**src/rtl/core/keyboard_scancode_to_ascii_assert.svh**
```systemverilog
// Assertion macros shared by the keyboard scan code decoder RTL.
// Included by files that check their own logic; needs clk_i and rst_ni in scope.
`ifndef KEYBOARD_SCANCODE_TO_ASCII_ASSERT_SVH
`define KEYBOARD_SCANCODE_TO_ASCII_ASSERT_SVH

`ifndef NO_ASSERTIONS

// Same-cycle implication, disabled during reset.
`define KSA_ASSERT_IMPLIES(name, pre, post) \
  name: assert property (@(posedge clk_i) disable iff (!rst_ni) (pre) |-> (post)) \
    else $error("kbd assertion failed");

// Next-cycle implication, disabled during reset.
`define KSA_ASSERT_NEXT(name, pre, post) \
  name: assert property (@(posedge clk_i) disable iff (!rst_ni) (pre) |=> (post)) \
    else $error("kbd assertion failed");

`else

`define KSA_ASSERT_IMPLIES(name, pre, post)
`define KSA_ASSERT_NEXT(name, pre, post)

`endif

`endif

```
**src/rtl/core/kbd_pkg.sv**
```systemverilog
// Package for the keyboard scan code decoder: key codes, types and the key ROMs.
// No dependencies; imported by every module of the block.
`timescale 1ns / 1ps

package kbd_pkg;

  localparam int unsigned KeyCount = 96;
  localparam int unsigned KeyW     = $clog2(KeyCount);

  typedef logic [KeyW-1:0] key_t;

  localparam logic [7:0] PrefixExt = 8'hE0;
  localparam key_t       KeyLast   = 7'h5F;
  localparam key_t       KCaps     = 7'h3A;
  localparam key_t       KNum      = 7'h45;
  localparam key_t       KScroll   = 7'h46;
  localparam key_t       KLshift   = 7'h2A;
  localparam key_t       KRshift   = 7'h36;
  localparam key_t       KSlash    = 7'h35;

  // Lock and modifier view of the state, as seen by the decoder.
  typedef struct packed {
    logic ext_pending;
    logic caps;
    logic num;
    logic scroll;
    logic lshift;
    logic rshift;
  } kbd_status_t;

  // State update for one processed byte.
  typedef struct packed {
    logic commit;     // byte consumed: extended flag takes ext_d
    logic ext_d;
    logic kd_we;      // write one key_down bit
    key_t kd_key;
    logic kd_col;
    logic kd_set;
    logic tog_caps;
    logic tog_num;
    logic tog_scroll;
  } kbd_update_t;

  typedef struct packed {
    logic       char_valid;
    logic [6:0] char_code;
    logic       leds_changed;
    logic [2:0] led_bits;
  } kbd_result_t;

  function automatic logic [6:0] rom_plain(input key_t key);
    logic [6:0] c;
    case (key)
      7'h01: c = 7'h1B; 7'h02: c = 7'h31; 7'h03: c = 7'h32; 7'h04: c = 7'h33;
      7'h05: c = 7'h34; 7'h06: c = 7'h35; 7'h07: c = 7'h36; 7'h08: c = 7'h37;
      7'h09: c = 7'h38; 7'h0A: c = 7'h39; 7'h0B: c = 7'h30; 7'h0C: c = 7'h2D;
      7'h0D: c = 7'h3D; 7'h0E: c = 7'h08; 7'h0F: c = 7'h09;
      7'h10: c = 7'h71; 7'h11: c = 7'h77; 7'h12: c = 7'h65; 7'h13: c = 7'h72;
      7'h14: c = 7'h74; 7'h15: c = 7'h79; 7'h16: c = 7'h75; 7'h17: c = 7'h69;
      7'h18: c = 7'h6F; 7'h19: c = 7'h70; 7'h1A: c = 7'h5B; 7'h1B: c = 7'h5D;
      7'h1C: c = 7'h0A; 7'h1E: c = 7'h61; 7'h1F: c = 7'h73;
      7'h20: c = 7'h64; 7'h21: c = 7'h66; 7'h22: c = 7'h67; 7'h23: c = 7'h68;
      7'h24: c = 7'h6A; 7'h25: c = 7'h6B; 7'h26: c = 7'h6C; 7'h27: c = 7'h3B;
      7'h28: c = 7'h27; 7'h29: c = 7'h60; 7'h2B: c = 7'h5C; 7'h2C: c = 7'h7A;
      7'h2D: c = 7'h78; 7'h2E: c = 7'h63; 7'h2F: c = 7'h76;
      7'h30: c = 7'h62; 7'h31: c = 7'h6E; 7'h32: c = 7'h6D; 7'h33: c = 7'h2C;
      7'h34: c = 7'h2E; 7'h35: c = 7'h2F; 7'h37: c = 7'h2A; 7'h39: c = 7'h20;
      7'h47: c = 7'h37; 7'h48: c = 7'h38; 7'h49: c = 7'h39; 7'h4A: c = 7'h2D;
      7'h4B: c = 7'h34; 7'h4C: c = 7'h35; 7'h4D: c = 7'h36; 7'h4E: c = 7'h2B;
      7'h4F: c = 7'h31; 7'h50: c = 7'h32; 7'h51: c = 7'h33; 7'h52: c = 7'h30;
      7'h53: c = 7'h2E;
      default: c = 7'h00;
    endcase
    return c;
  endfunction

  function automatic logic [6:0] rom_shift(input key_t key);
    logic [6:0] c;
    case (key)
      7'h01: c = 7'h1B; 7'h02: c = 7'h21; 7'h03: c = 7'h40; 7'h04: c = 7'h23;
      7'h05: c = 7'h24; 7'h06: c = 7'h25; 7'h07: c = 7'h5E; 7'h08: c = 7'h26;
      7'h09: c = 7'h2A; 7'h0A: c = 7'h28; 7'h0B: c = 7'h29; 7'h0C: c = 7'h5F;
      7'h0D: c = 7'h2B; 7'h0E: c = 7'h08; 7'h0F: c = 7'h09;
      7'h10: c = 7'h51; 7'h11: c = 7'h57; 7'h12: c = 7'h45; 7'h13: c = 7'h52;
      7'h14: c = 7'h54; 7'h15: c = 7'h59; 7'h16: c = 7'h55; 7'h17: c = 7'h49;
      7'h18: c = 7'h4F; 7'h19: c = 7'h50; 7'h1A: c = 7'h7B; 7'h1B: c = 7'h7D;
      7'h1C: c = 7'h0A; 7'h1E: c = 7'h41; 7'h1F: c = 7'h53;
      7'h20: c = 7'h44; 7'h21: c = 7'h46; 7'h22: c = 7'h47; 7'h23: c = 7'h48;
      7'h24: c = 7'h4A; 7'h25: c = 7'h4B; 7'h26: c = 7'h4C; 7'h27: c = 7'h3A;
      7'h28: c = 7'h22; 7'h29: c = 7'h7E; 7'h2B: c = 7'h7C; 7'h2C: c = 7'h5A;
      7'h2D: c = 7'h58; 7'h2E: c = 7'h43; 7'h2F: c = 7'h56;
      7'h30: c = 7'h42; 7'h31: c = 7'h4E; 7'h32: c = 7'h4D; 7'h33: c = 7'h3C;
      7'h34: c = 7'h3E; 7'h35: c = 7'h3F; 7'h37: c = 7'h2A; 7'h39: c = 7'h20;
      7'h4A: c = 7'h2D; 7'h4E: c = 7'h2B; 7'h53: c = 7'h7F;
      default: c = 7'h00;
    endcase
    return c;
  endfunction

endpackage

```
**src/rtl/core/kbd_state.sv**
```systemverilog
// Decoder state: down bits of the plain shift keys, lock bits and the extended prefix flag.
// Depends on kbd_pkg.
`timescale 1ns / 1ps

module kbd_state
  import kbd_pkg::*;
(
  input  logic        clk_i,
  input  logic        rst_ni,
  input  kbd_update_t upd_i,
  output kbd_status_t status_o
);

  // Only the plain column of the two shift keys is ever looked at, so the rest of
  // the per-key down table has no effect on any result and is not stored.
  logic       lshift_q, rshift_q;
  logic       ext_q, caps_q, num_q, scroll_q;

  always_ff @(posedge clk_i or negedge rst_ni) begin
    if (!rst_ni) begin
      lshift_q <= 1'b0;
      rshift_q <= 1'b0;
    end else if (upd_i.kd_we && !upd_i.kd_col) begin
      if (upd_i.kd_key == KLshift) begin
        lshift_q <= upd_i.kd_set;
      end
      if (upd_i.kd_key == KRshift) begin
        rshift_q <= upd_i.kd_set;
      end
    end
  end

  always_ff @(posedge clk_i or negedge rst_ni) begin
    if (!rst_ni) begin
      ext_q    <= 1'b0;
      caps_q   <= 1'b0;
      num_q    <= 1'b0;
      scroll_q <= 1'b0;
    end else if (upd_i.commit) begin
      ext_q    <= upd_i.ext_d;
      caps_q   <= caps_q ^ upd_i.tog_caps;
      num_q    <= num_q ^ upd_i.tog_num;
      scroll_q <= scroll_q ^ upd_i.tog_scroll;
    end
  end

  // only the plain column of the two shift keys counts as shift
  assign status_o = '{
    ext_pending: ext_q,
    caps:        caps_q,
    num:         num_q,
    scroll:      scroll_q,
    lshift:      lshift_q,
    rshift:      rshift_q
  };

endmodule

```
**src/rtl/core/kbd_decode.sv**
```systemverilog
// Single-pass decode of one scan byte: state update and result item.
// Depends on kbd_pkg (key codes, ROM functions, structs).
`timescale 1ns / 1ps

module kbd_decode
  import kbd_pkg::*;
(
  input  logic        valid_i,
  input  logic [7:0]  scan_byte_i,
  input  kbd_status_t status_i,
  output kbd_update_t upd_o,
  output logic        emit_o,
  output kbd_result_t result_o
);

  logic       is_prefix, brk, key_ok, col, make, led, letter, shift;
  logic       tog_caps, tog_num, tog_scroll, caps_n, num_n, scroll_n;
  logic       lshift_n, rshift_n;
  key_t       key;
  logic [6:0] ch_plain, ch_shift, ch;

  always_comb begin
    is_prefix = (scan_byte_i == PrefixExt);
    key       = scan_byte_i[6:0];
    brk       = scan_byte_i[7];
    col       = status_i.ext_pending;
    key_ok    = !is_prefix && (key <= KeyLast);
    make      = key_ok && !brk;

    tog_num    = make && (key == KNum);
    tog_caps   = make && (key == KCaps);
    tog_scroll = make && (key == KScroll);
    led        = tog_num || tog_caps || tog_scroll;

    caps_n   = status_i.caps ^ tog_caps;
    num_n    = status_i.num ^ tog_num;
    scroll_n = status_i.scroll ^ tog_scroll;

    // shift state as it stands after this byte's key_down write
    lshift_n = (key_ok && !col && key == KLshift) ? !brk : status_i.lshift;
    rshift_n = (key_ok && !col && key == KRshift) ? !brk : status_i.rshift;

    ch_plain = rom_plain(key);
    ch_shift = rom_shift(key);
    letter   = ch_plain inside {[7'h61:7'h7A]};
    shift    = (caps_n && letter) ^ (lshift_n || rshift_n);

    if (col && key != KSlash) begin
      ch = ch_shift;
    end else begin
      ch = shift ? ch_shift : ch_plain;
    end

    upd_o.commit     = valid_i;
    upd_o.ext_d      = is_prefix;
    upd_o.kd_we      = valid_i && key_ok;
    upd_o.kd_key     = key;
    upd_o.kd_col     = col;
    upd_o.kd_set     = !brk;
    upd_o.tog_caps   = tog_caps;
    upd_o.tog_num    = tog_num;
    upd_o.tog_scroll = tog_scroll;

    emit_o = make && ((ch != 7'h00) || led);

    result_o.char_valid   = (ch != 7'h00);
    result_o.char_code    = ch;
    result_o.leds_changed = led;
    result_o.led_bits     = {caps_n, num_n, scroll_n};
  end

endmodule

```
**src/rtl/core/keyboard_scancode_to_ascii.sv**
```systemverilog
// Top level of the set 1 keyboard scan code to ASCII decoder.
// Depends on kbd_pkg, kbd_state, kbd_decode and keyboard_scancode_to_ascii_assert.svh.
//
//   channel | valid       | stall       | payload
//   --------+-------------+-------------+------------------------------------------
//   in      | in_valid_i  | in_stall_o  | scan_byte_i
//   out     | out_valid_o | out_stall_i | char_valid_o char_code_o leds_changed_o
//           |             |             | led_bits_o
//
// One scan byte per cycle sustained while the output is not stalled. A beat lands in the
// input register, is decoded from there (ROM lookup, lock toggles, shift bit write) and
// its result beat, if any, is loaded into the output register when the decode stage
// advances; out_valid_o rises once the output register holds that beat.
// Reset clears the shift bits, lock bits and prefix flag at once; no warm-up.
// A stalled output beat holds; the input register still takes one more byte and then
// in_stall_o rises. Bytes that give no result (prefix, break, unknown keys) still
// wait for a free output slot before they are decoded.
`timescale 1ns / 1ps
`include "keyboard_scancode_to_ascii_assert.svh"

module keyboard_scancode_to_ascii
  import kbd_pkg::*;
(
  input  logic       clk_i,
  input  logic       rst_ni,
  input  logic       in_valid_i,
  output logic       in_stall_o,
  input  logic [7:0] scan_byte_i,
  output logic       out_valid_o,
  input  logic       out_stall_i,
  output logic       char_valid_o,
  output logic [6:0] char_code_o,
  output logic       leds_changed_o,
  output logic [2:0] led_bits_o
);

  logic        in_vld_q, in_vld_d;
  logic [7:0]  scan_q;
  logic        out_vld_q, out_vld_d;
  kbd_result_t res_q;

  logic        advance, accept, commit, emit;
  kbd_update_t upd;
  kbd_status_t status;
  kbd_result_t res;

  // decode stage moves whenever the output slot is free or being drained
  assign advance    = !out_vld_q || !out_stall_i;
  assign in_stall_o = in_vld_q && !advance;
  assign accept     = in_valid_i && !in_stall_o;
  assign commit     = in_vld_q && advance;

  assign in_vld_d  = in_stall_o ? in_vld_q : in_valid_i;
  assign out_vld_d = advance ? (commit && emit) : out_vld_q;

  always_ff @(posedge clk_i or negedge rst_ni) begin
    if (!rst_ni) begin
      in_vld_q  <= 1'b0;
      out_vld_q <= 1'b0;
    end else begin
      in_vld_q  <= in_vld_d;
      out_vld_q <= out_vld_d;
    end
  end

  always_ff @(posedge clk_i) begin
    if (accept) begin
      scan_q <= scan_byte_i;
    end
    if (commit && emit) begin
      res_q <= res;
    end
  end

  kbd_state u_state (
    .clk_i    (clk_i),
    .rst_ni   (rst_ni),
    .upd_i    (upd),
    .status_o (status)
  );

  kbd_decode u_decode (
    .valid_i     (commit),
    .scan_byte_i (scan_q),
    .status_i    (status),
    .upd_o       (upd),
    .emit_o      (emit),
    .result_o    (res)
  );

  assign out_valid_o    = out_vld_q;
  assign char_valid_o   = res_q.char_valid;
  assign char_code_o    = res_q.char_code;
  assign leds_changed_o = res_q.leds_changed;
  assign led_bits_o     = res_q.led_bits;

  // a result beat always carries a character or an LED update
  `KSA_ASSERT_IMPLIES(a_no_empty_beat, out_vld_q, char_valid_o || leds_changed_o)
  // char_valid tracks a non-zero code
  `KSA_ASSERT_IMPLIES(a_code_flag, out_vld_q, char_valid_o == (char_code_o != 7'h00))
  // input side stalls only when both registers are full
  `KSA_ASSERT_IMPLIES(a_stall_full, in_stall_o, in_vld_q && out_vld_q && out_stall_i)
  // a stalled decode stage keeps its byte
  `KSA_ASSERT_NEXT(a_hold_byte, in_vld_q && !advance, in_vld_q && $stable(scan_q))

endmodule
```
**config.mk**
```make
export PLATFORM = sky130hd
export DESIGN_NAME = keyboard_scancode_to_ascii
export DESIGN_NICKNAME = d
export VERILOG_FILES = /design/src/rtl/core/kbd_pkg.sv /design/src/rtl/core/kbd_state.sv /design/src/rtl/core/kbd_decode.sv /design/src/rtl/core/keyboard_scancode_to_ascii.sv
export VERILOG_INCLUDE_DIRS = /design/src /design/src/rtl/core
export SDC_FILE = /design/constraint.sdc
export NUM_CORES = 1
export LEC_CHECK = 0
export BUFFER_PORTS_ARGS = -buffer_cell sky130_fd_sc_hd__buf_2
export CAP_MARGIN = 20
export CORE_MARGIN = 2
export CORE_UTILIZATION = 45
export DETAILED_ROUTE_END_ITERATION = 10
export GPL_TIMING_DRIVEN = 0
export PLACE_DENSITY_LB_ADDON = 0.15
export SLEW_MARGIN = 20
export SYNTH_ARGS = -nofsm -noshare
export SYNTH_HDL_FRONTEND = slang
export SYNTH_SLANG_ARGS = --single-unit
```
**constraint.sdc**
```tcl
create_clock -name clk_i -period 5.6 [get_ports clk_i]
set_input_delay 0.56 -clock clk_i [delete_from_list [all_inputs] [get_ports clk_i]]
set_output_delay 0.56 -clock clk_i [all_outputs]
set_load 0.02 [all_outputs]
```
; ---- Yosys cells after proc, flatten, opt, wreduce, memory -nomap -nowiden
; Memory sizes are Yosys's and may differ from the RTL's. A register that Yosys moved wholly into a read port is not among the register bits.
; Cells that the tools add are included.
[op_classes]
eq_ne = 7
n_bitwise = 4
muxes = 6
reduce_logical = 33
magnitude_cmp = 3
[op_table]
columns = cell, n
row1 = 7-bit 2-to-1 mux, 4
row2 = "7-bit by 6-bit == test with 1-bit output, second input constant", 3
row3 = 1-bit logical AND, 18
row4 = "7-bit == test, second input constant", 2
row5 = "7-bit <= comparator, second input constant", 2
row6 = "8-bit == test, second input constant", 1
row7 = "7-bit >= comparator, second input constant", 1
row8 = 1-bit zero test, 7
row9 = "7-bit by 6-bit inequality test with 1-bit output, second input constant", 1
row10 = 7-bit nonzero test, 1
row11 = 1-bit logical OR, 5
row12 = 2-bit AND reduction, 2
row13 = 1-bit XOR, 4
row14 = 1-bit 2-to-1 mux, 2
[totals]
in_bits = 12
wordCells = 68
output_inout_bits = 14
ff_bits = 28
n_memories = 2
rom_bits = 1792
[memory_table]
columns = memory, depth, width, rd, rd_clocked_by_memory_dff, write_ports, line
row1 = (no name shown), 128, 7, 1, 1, 0, kbd_pkg.sv:53  ; case (key)
row2 = (no name shown), 128, 7, 1, 1, 0, kbd_pkg.sv:79  ; case (key)

; ---- Depth between registers and ports, before layout
[logic_depth]
word_depth = 14
mapped_depth = 12
mapped_depth_nobuf = 10

; ---- Hierarchy
; A second synthesis with hierarchy kept.
[unflattened]
cells_unflattened = 367
hier_area_um2 = 3164.3
[modules_own_cells]
columns = mod, area_per_inst_um2, seq_area_each_um2, cells_each, n_inst
row1 = kbd_decode, 2155.8, 0.0, 309, 1
row2 = keyboard_scancode_to_ascii, 699.4, 650.6, 31, 1
row3 = kbd_state, 309.0, 150.1, 27, 1

; ---- Least setup slack after synthesis
; OpenSTA, ideal clock, no wires.
[synth_path]
path_type = reg-to-reg
from = register scan_q[7]
to = register res_q (netlist bit char_code_o[0]), enable pin
path_buffers = 0
t_required_ns = 5.204
path_stages_with_launch = 7
arrival_ns = 2.778
path_slack_ns = 2.425
setup_ns = 0.396
period_less_slack_ns = 3.175
path_cell_list = edfxtp_1 > or3b_1 > or4_4 > a211oi_2 > o21ai_1 > nor4bb_1 > nor3_1
[synth_via]
elab_chain_cells = 14
elab_cells_between_ends = 25
classes_between = eq/ne: 1 / mux: 4 / bitwise: 2 / reduce/logical: 18
[synth_rtl]
columns = element, line
row1 = start: declaration, keyboard_scancode_to_ascii.sv:38  ; logic [7:0] scan_q;
row2 = start signal: assignment, keyboard_scancode_to_ascii.sv:68  ; scan_q <= scan_byte_i;
row3 = 8-bit == test, kbd_decode.sv:23  ; is_prefix = (scan_byte_i == PrefixExt);
row4 = 1-bit zero test, kbd_decode.sv:27  ; key_ok = !is_prefix && (key <= KeyLast);
row5 = 1-bit logical AND, kbd_decode.sv:27
row6 = "1-bit logical AND, on equally long branches", "kbd_decode.sv:28, kbd_decode.sv:40, kbd_decode.sv:41"
row7 = "1-bit logical AND, on equally long branches", "kbd_decode.sv:31, kbd_decode.sv:40, kbd_decode.sv:41"
row8 = 1-bit XOR (tied with other cells), kbd_decode.sv:35  ; caps_n = status_i.caps ^ tog_caps;
row9 = 1-bit logical AND or 1-bit logical OR (tied branches), kbd_decode.sv:46  ; shift = (caps_n && letter) ^ (lshift_n || rshift_n);
row10 = 1-bit XOR, kbd_decode.sv:46
row11 = 7-bit 2-to-1 mux, kbd_decode.sv:51  ; ch = shift ? ch_shift : ch_plain;
row12 = 7-bit 2-to-1 mux, kbd_decode.sv:48  ; if (col && key != KSlash) begin
row13 = 7-bit nonzero test, kbd_decode.sv:64  ; emit_o = make && ((ch != 7'h00) || led);
row14 = 1-bit logical OR, kbd_decode.sv:64
row15 = 1-bit logical AND *, kbd_decode.sv:64
row16 = 1-bit logical AND *, keyboard_scancode_to_ascii.sv:70  ; if (commit && emit) begin
row17 = end signal: assignment, keyboard_scancode_to_ascii.sv:71  ; res_q <= res;
row18 = end: declaration, keyboard_scancode_to_ascii.sv:40  ; kbd_result_t res_q;
; Mark *: on every way between the ends. The rest lies on a longest branch, timed or not.
; A chain may end at the register's enable or synchronous reset.

; ---- Worst setup path in the final report
[layout_path]
from = register out_vld_q (netlist: out_valid_o)
to = register, netlist name u_decode.ch_plain[0]
[layout_via]
elab_chain_cells = 7
[layout_rtl]
columns = element, line
row1 = start: declaration, keyboard_scancode_to_ascii.sv:39  ; logic out_vld_q, out_vld_d;
row2 = start signal: assignment, keyboard_scancode_to_ascii.sv:62  ; out_vld_q <= out_vld_d;
row3 = 1-bit zero test, keyboard_scancode_to_ascii.sv:48  ; assign advance = !out_vld_q || !out_stall_i;
row4 = 1-bit logical OR, keyboard_scancode_to_ascii.sv:48
row5 = 1-bit zero test, keyboard_scancode_to_ascii.sv:49  ; assign in_stall_o = in_vld_q && !advance;
row6 = 1-bit logical AND, keyboard_scancode_to_ascii.sv:49
row7 = 1-bit zero test, keyboard_scancode_to_ascii.sv:50  ; assign accept = in_valid_i && !in_stall_o;
row8 = 1-bit logical AND, keyboard_scancode_to_ascii.sv:50
row9 = 7-bit 2-to-1 mux (no source line), -
; Every way passes these cells.

==> qor.txt <==
1st-pass router iterations -> 5
Slowest Stage Delay on Critical Path -> 0.47 ns
Hold-fix buffers at CTS -> 0
CTS max path bufs -> 2
Reg2reg path depth -> 12
Critical Path Start Type -> register
#FFs+latches synth -> 42
FFs w/ async S/R, synth -> 0.1905
H-tree levels -> 2
Worst slew pin tran -> 0.7705 ns
Number of global-route vias before repair -> 3,327
Sequential share of power -> 0.406
Total grt overflow -> 0
Initial Util -> 0.4603
Die height -> 89.90 µm
Via-per-instance ratio -> 6.856
Number of CTS-inserted buffers -> 5
Number of synthesized flops with an enable pin -> 20
Yosys warns -> 0
Skew final -> 0.01186 ns
Sw Share -> 0.4019
Layout net count -> 455
Crit path launch -> out_valid_o
Crit Path Category -> register to register
CTS sink count -> 42
CP max stage cell -> buf_1
Final Max Tran Viols -> 0
Fin crit period -> 4.022 ns
Sw power -> 0.3971 mW
Max cap viols -> 0
Synth unique cells -> 66
CTS tree -> done
Ant diodes -> 0
Status -> finished, final reports clean
Ports -> 26
Final setup margin -> 1.578 ns
DR WL/cell -> 22.39 µm
Post-CTS sizing -> 0
Row cnt -> 31
Worst-path fanout max -> 10
Total track usage -> 0.2873
Pwr dens -> 270.0 nW/µm²
Clk pwr share -> 0.191
Vias -> 3,654
Max VDD drop -> 0.0001217 V
CTS Root Cell -> clkbuf_8
Later-pin clock latency in the skew report -> 0.29 ns
Largest area contributor in the netlist -> edfxtp_1
Routability cong. -> 1.013
Final hold vios -> 0
Syn Inst Count -> 401
RSZ-0062 raised after global routing -> no
DP HPWL -> 8697 µm
Pre-CTS worst setup slack -> 1.572 ns
Largest net degree at the start of global routing -> 14
Area of the core -> 7214 µm²
Sequential share of the synthesized area -> 0.3255
Cell Area, Synth -> 3321 µm²
Drt drc -> 0
Hold WC Path Type -> primary input to async pin
Post-CTS setup buffers -> 0
CP required -> 5.74 ns
Top_reg_cell synth -> edfxtp_1
Commonest non-fill, non-tap cell in the layout -> nand2_1
Cell mode on critical path -> inv_1
Final WL -> 11,940 µm
Total negative slack -> 0 ns
DRT iter0 DRCs -> 542
Slew headroom -> 0.4809
Worst Setup End Kind -> register
Internal power -> 0.5909 mW
R2R Setup Slk -> 1.58 ns
Share of layout cells above drive strength 1 -> 0.1498
Worst-path clk slew -> 0.09 ns
Worst path cell trace -> nand3_2 -> inv_1 -> buf_2 -> o21ai_0 -> nand2_1 -> inv_1 -> ha_1 -> buf_1 -> a221oi_1 -> and2_1 -> a2111oi_0 -> o32ai_1
Die area -> 8082 µm²
WP data arrival -> 4.16 ns
Max Clk Rate -> 248.6 MHz
Reg2Reg Capture Point -> u_decode.ch_plain[0]
Syn avg cell area -> 8.281 µm²
First-pass GRT wire length -> 18,380 µm
Synth area leaders -> edfxtp_1 (18%), dfxtp_1 (8.4%), dfrtp_1 (6.0%)
Hold WS -> 0.09821 ns
Commonest non-fill, non-tap cells in the layout -> nand2_1 (38), buf_2 (36), nor2_1 (30)
Leakage power -> 1.434 nW
Layout area overhead -> 10.21%
Period utilization -> 0.7182
Final design utilization -> 0.5073
Routed Antenna Nets -> 0
Antenna violations before repair -> 0
Synth Net Count -> 423
I/O Buffers -> 24
Top-area cell type share of the netlist area -> 0.1809
FF-to-FF Start -> out_valid_o
Logic pwr share -> 0.403
Chip Width -> 89.90 µm
Final setup viols -> 0
==> cell families (layout without fill, tap and decap cells) <==
logic type,Yosys count,after routing,share of synthesized area
flip-flops,42,42,0.3255
adder cells (fa/ha/maj),10,10,0.03768
XOR/XNOR,6,6,0.01583
AO/OA/AOI/OAI,140,140,0.2924
buffers and inverters,36,69,0.04521
multiplexers,13,13,0.04220
AND/OR/NAND/NOR,154,154,0.2411
==> worst max-delay path by stage <==
stage                           end  slack [ns]  cells past startpoint
2_1_floorplan        char_code_o[0]        2.43                      6
3_3_place_gp   u_decode.ch_plain[0]        1.53                     13
3_5_place_dp   u_decode.ch_plain[0]        1.57                     13
4_1_cts        u_decode.ch_plain[0]        1.78                     12
5_1_grt        u_decode.ch_plain[0]        1.39                     12
6_report       u_decode.ch_plain[0]        1.58                     12
==> critical path: cells and delay by family, from the launching register on <==
family                   cells  cell delay [ns]
AO/OA/AOI/OAI                4             1.28
flip-flops                   1             0.44
adder cells (fa/ha/maj)      1             0.21
buffers and inverters        4             1.17
AND/OR/NAND/NOR              3             0.77
==> metal layers <==
layer / track usage / part of all wire / wire (µm)
met5: 0 / 0 / 0
met3: 0.05113 / 0.12 / 1374
met4: 0.08718 / 0.038 / 456
met1: 0.3894 / 0.40 / 4744
met2: 0.4703 / 0.45 / 5358
==> cell type report <==
cell class | instances | area (µm²)
flip-flops and latches | 42 | 1081
plain buffers | 25 | 108.9
clock buffers | 6 | 72.57
well taps | 99 | 123.9
inverters | 11 | 41.29
multi-input cells | 323 | 2095
repair buffers | 25 | 127.6
clock inverters | 2 | 10.01
fillers | 733 | 3555
==> power by group through the flow <==
stage	combinational [mW]	clock [mW]	sequential, mW
final	0.398	0.189	0.401
after global routing	0.421	0.207	0.405
after CTS	0.380	0.193	0.400
after detailed placement	0.378	0	0.406
after global placement	0.383	0	0.406
after floorplan	0.253	0	0.409
==> cell usage after synthesis (7+ instances only) <==
master	n
clkbuf_1	9
ha_1	10
o21ai_0	20
a21oi_1	29
o22ai_1	7
dfxtp_1	14
edfxtp_1	20
nor3_1	21
a221o_1	7
nor2_1	30
buf_2	12
nand2b_1	9
inv_1	11
dfrtp_1	8
nand2_1	38
a211oi_1	8
nand3_1	14
mux2_2	8
a31oi_1	11
==> state kept, by name (all words and copies together), names as in the netlist <==
register and count:
scan_q 8, char_code_o 7, u_decode.ch_plain 7, u_decode.ch_shift 7
led_bits_o 3, char_valid_o 1, in_vld_q 1, leds_changed_o 1
out_valid_o 1, u_state.caps_q 1, u_state.ext_q 1, u_state.lshift_q 1
u_state.num_q 1, u_state.rshift_q 1, u_state.scroll_q 1
==> through the flow <==
step / total power [mW] / instances / area [µm²]
floorplan: 0.6621 / 401 / 3321
global placement: 0.7881 / 524 / 3565
detailed placement: 0.7843 / 525 / 3577
CTS: 0.9732 / 533 / 3660
global route: 1.033 / 533 / 3660
finish: 0.9880 / 533 / 3660
Power figures use the tool's default switching activity.
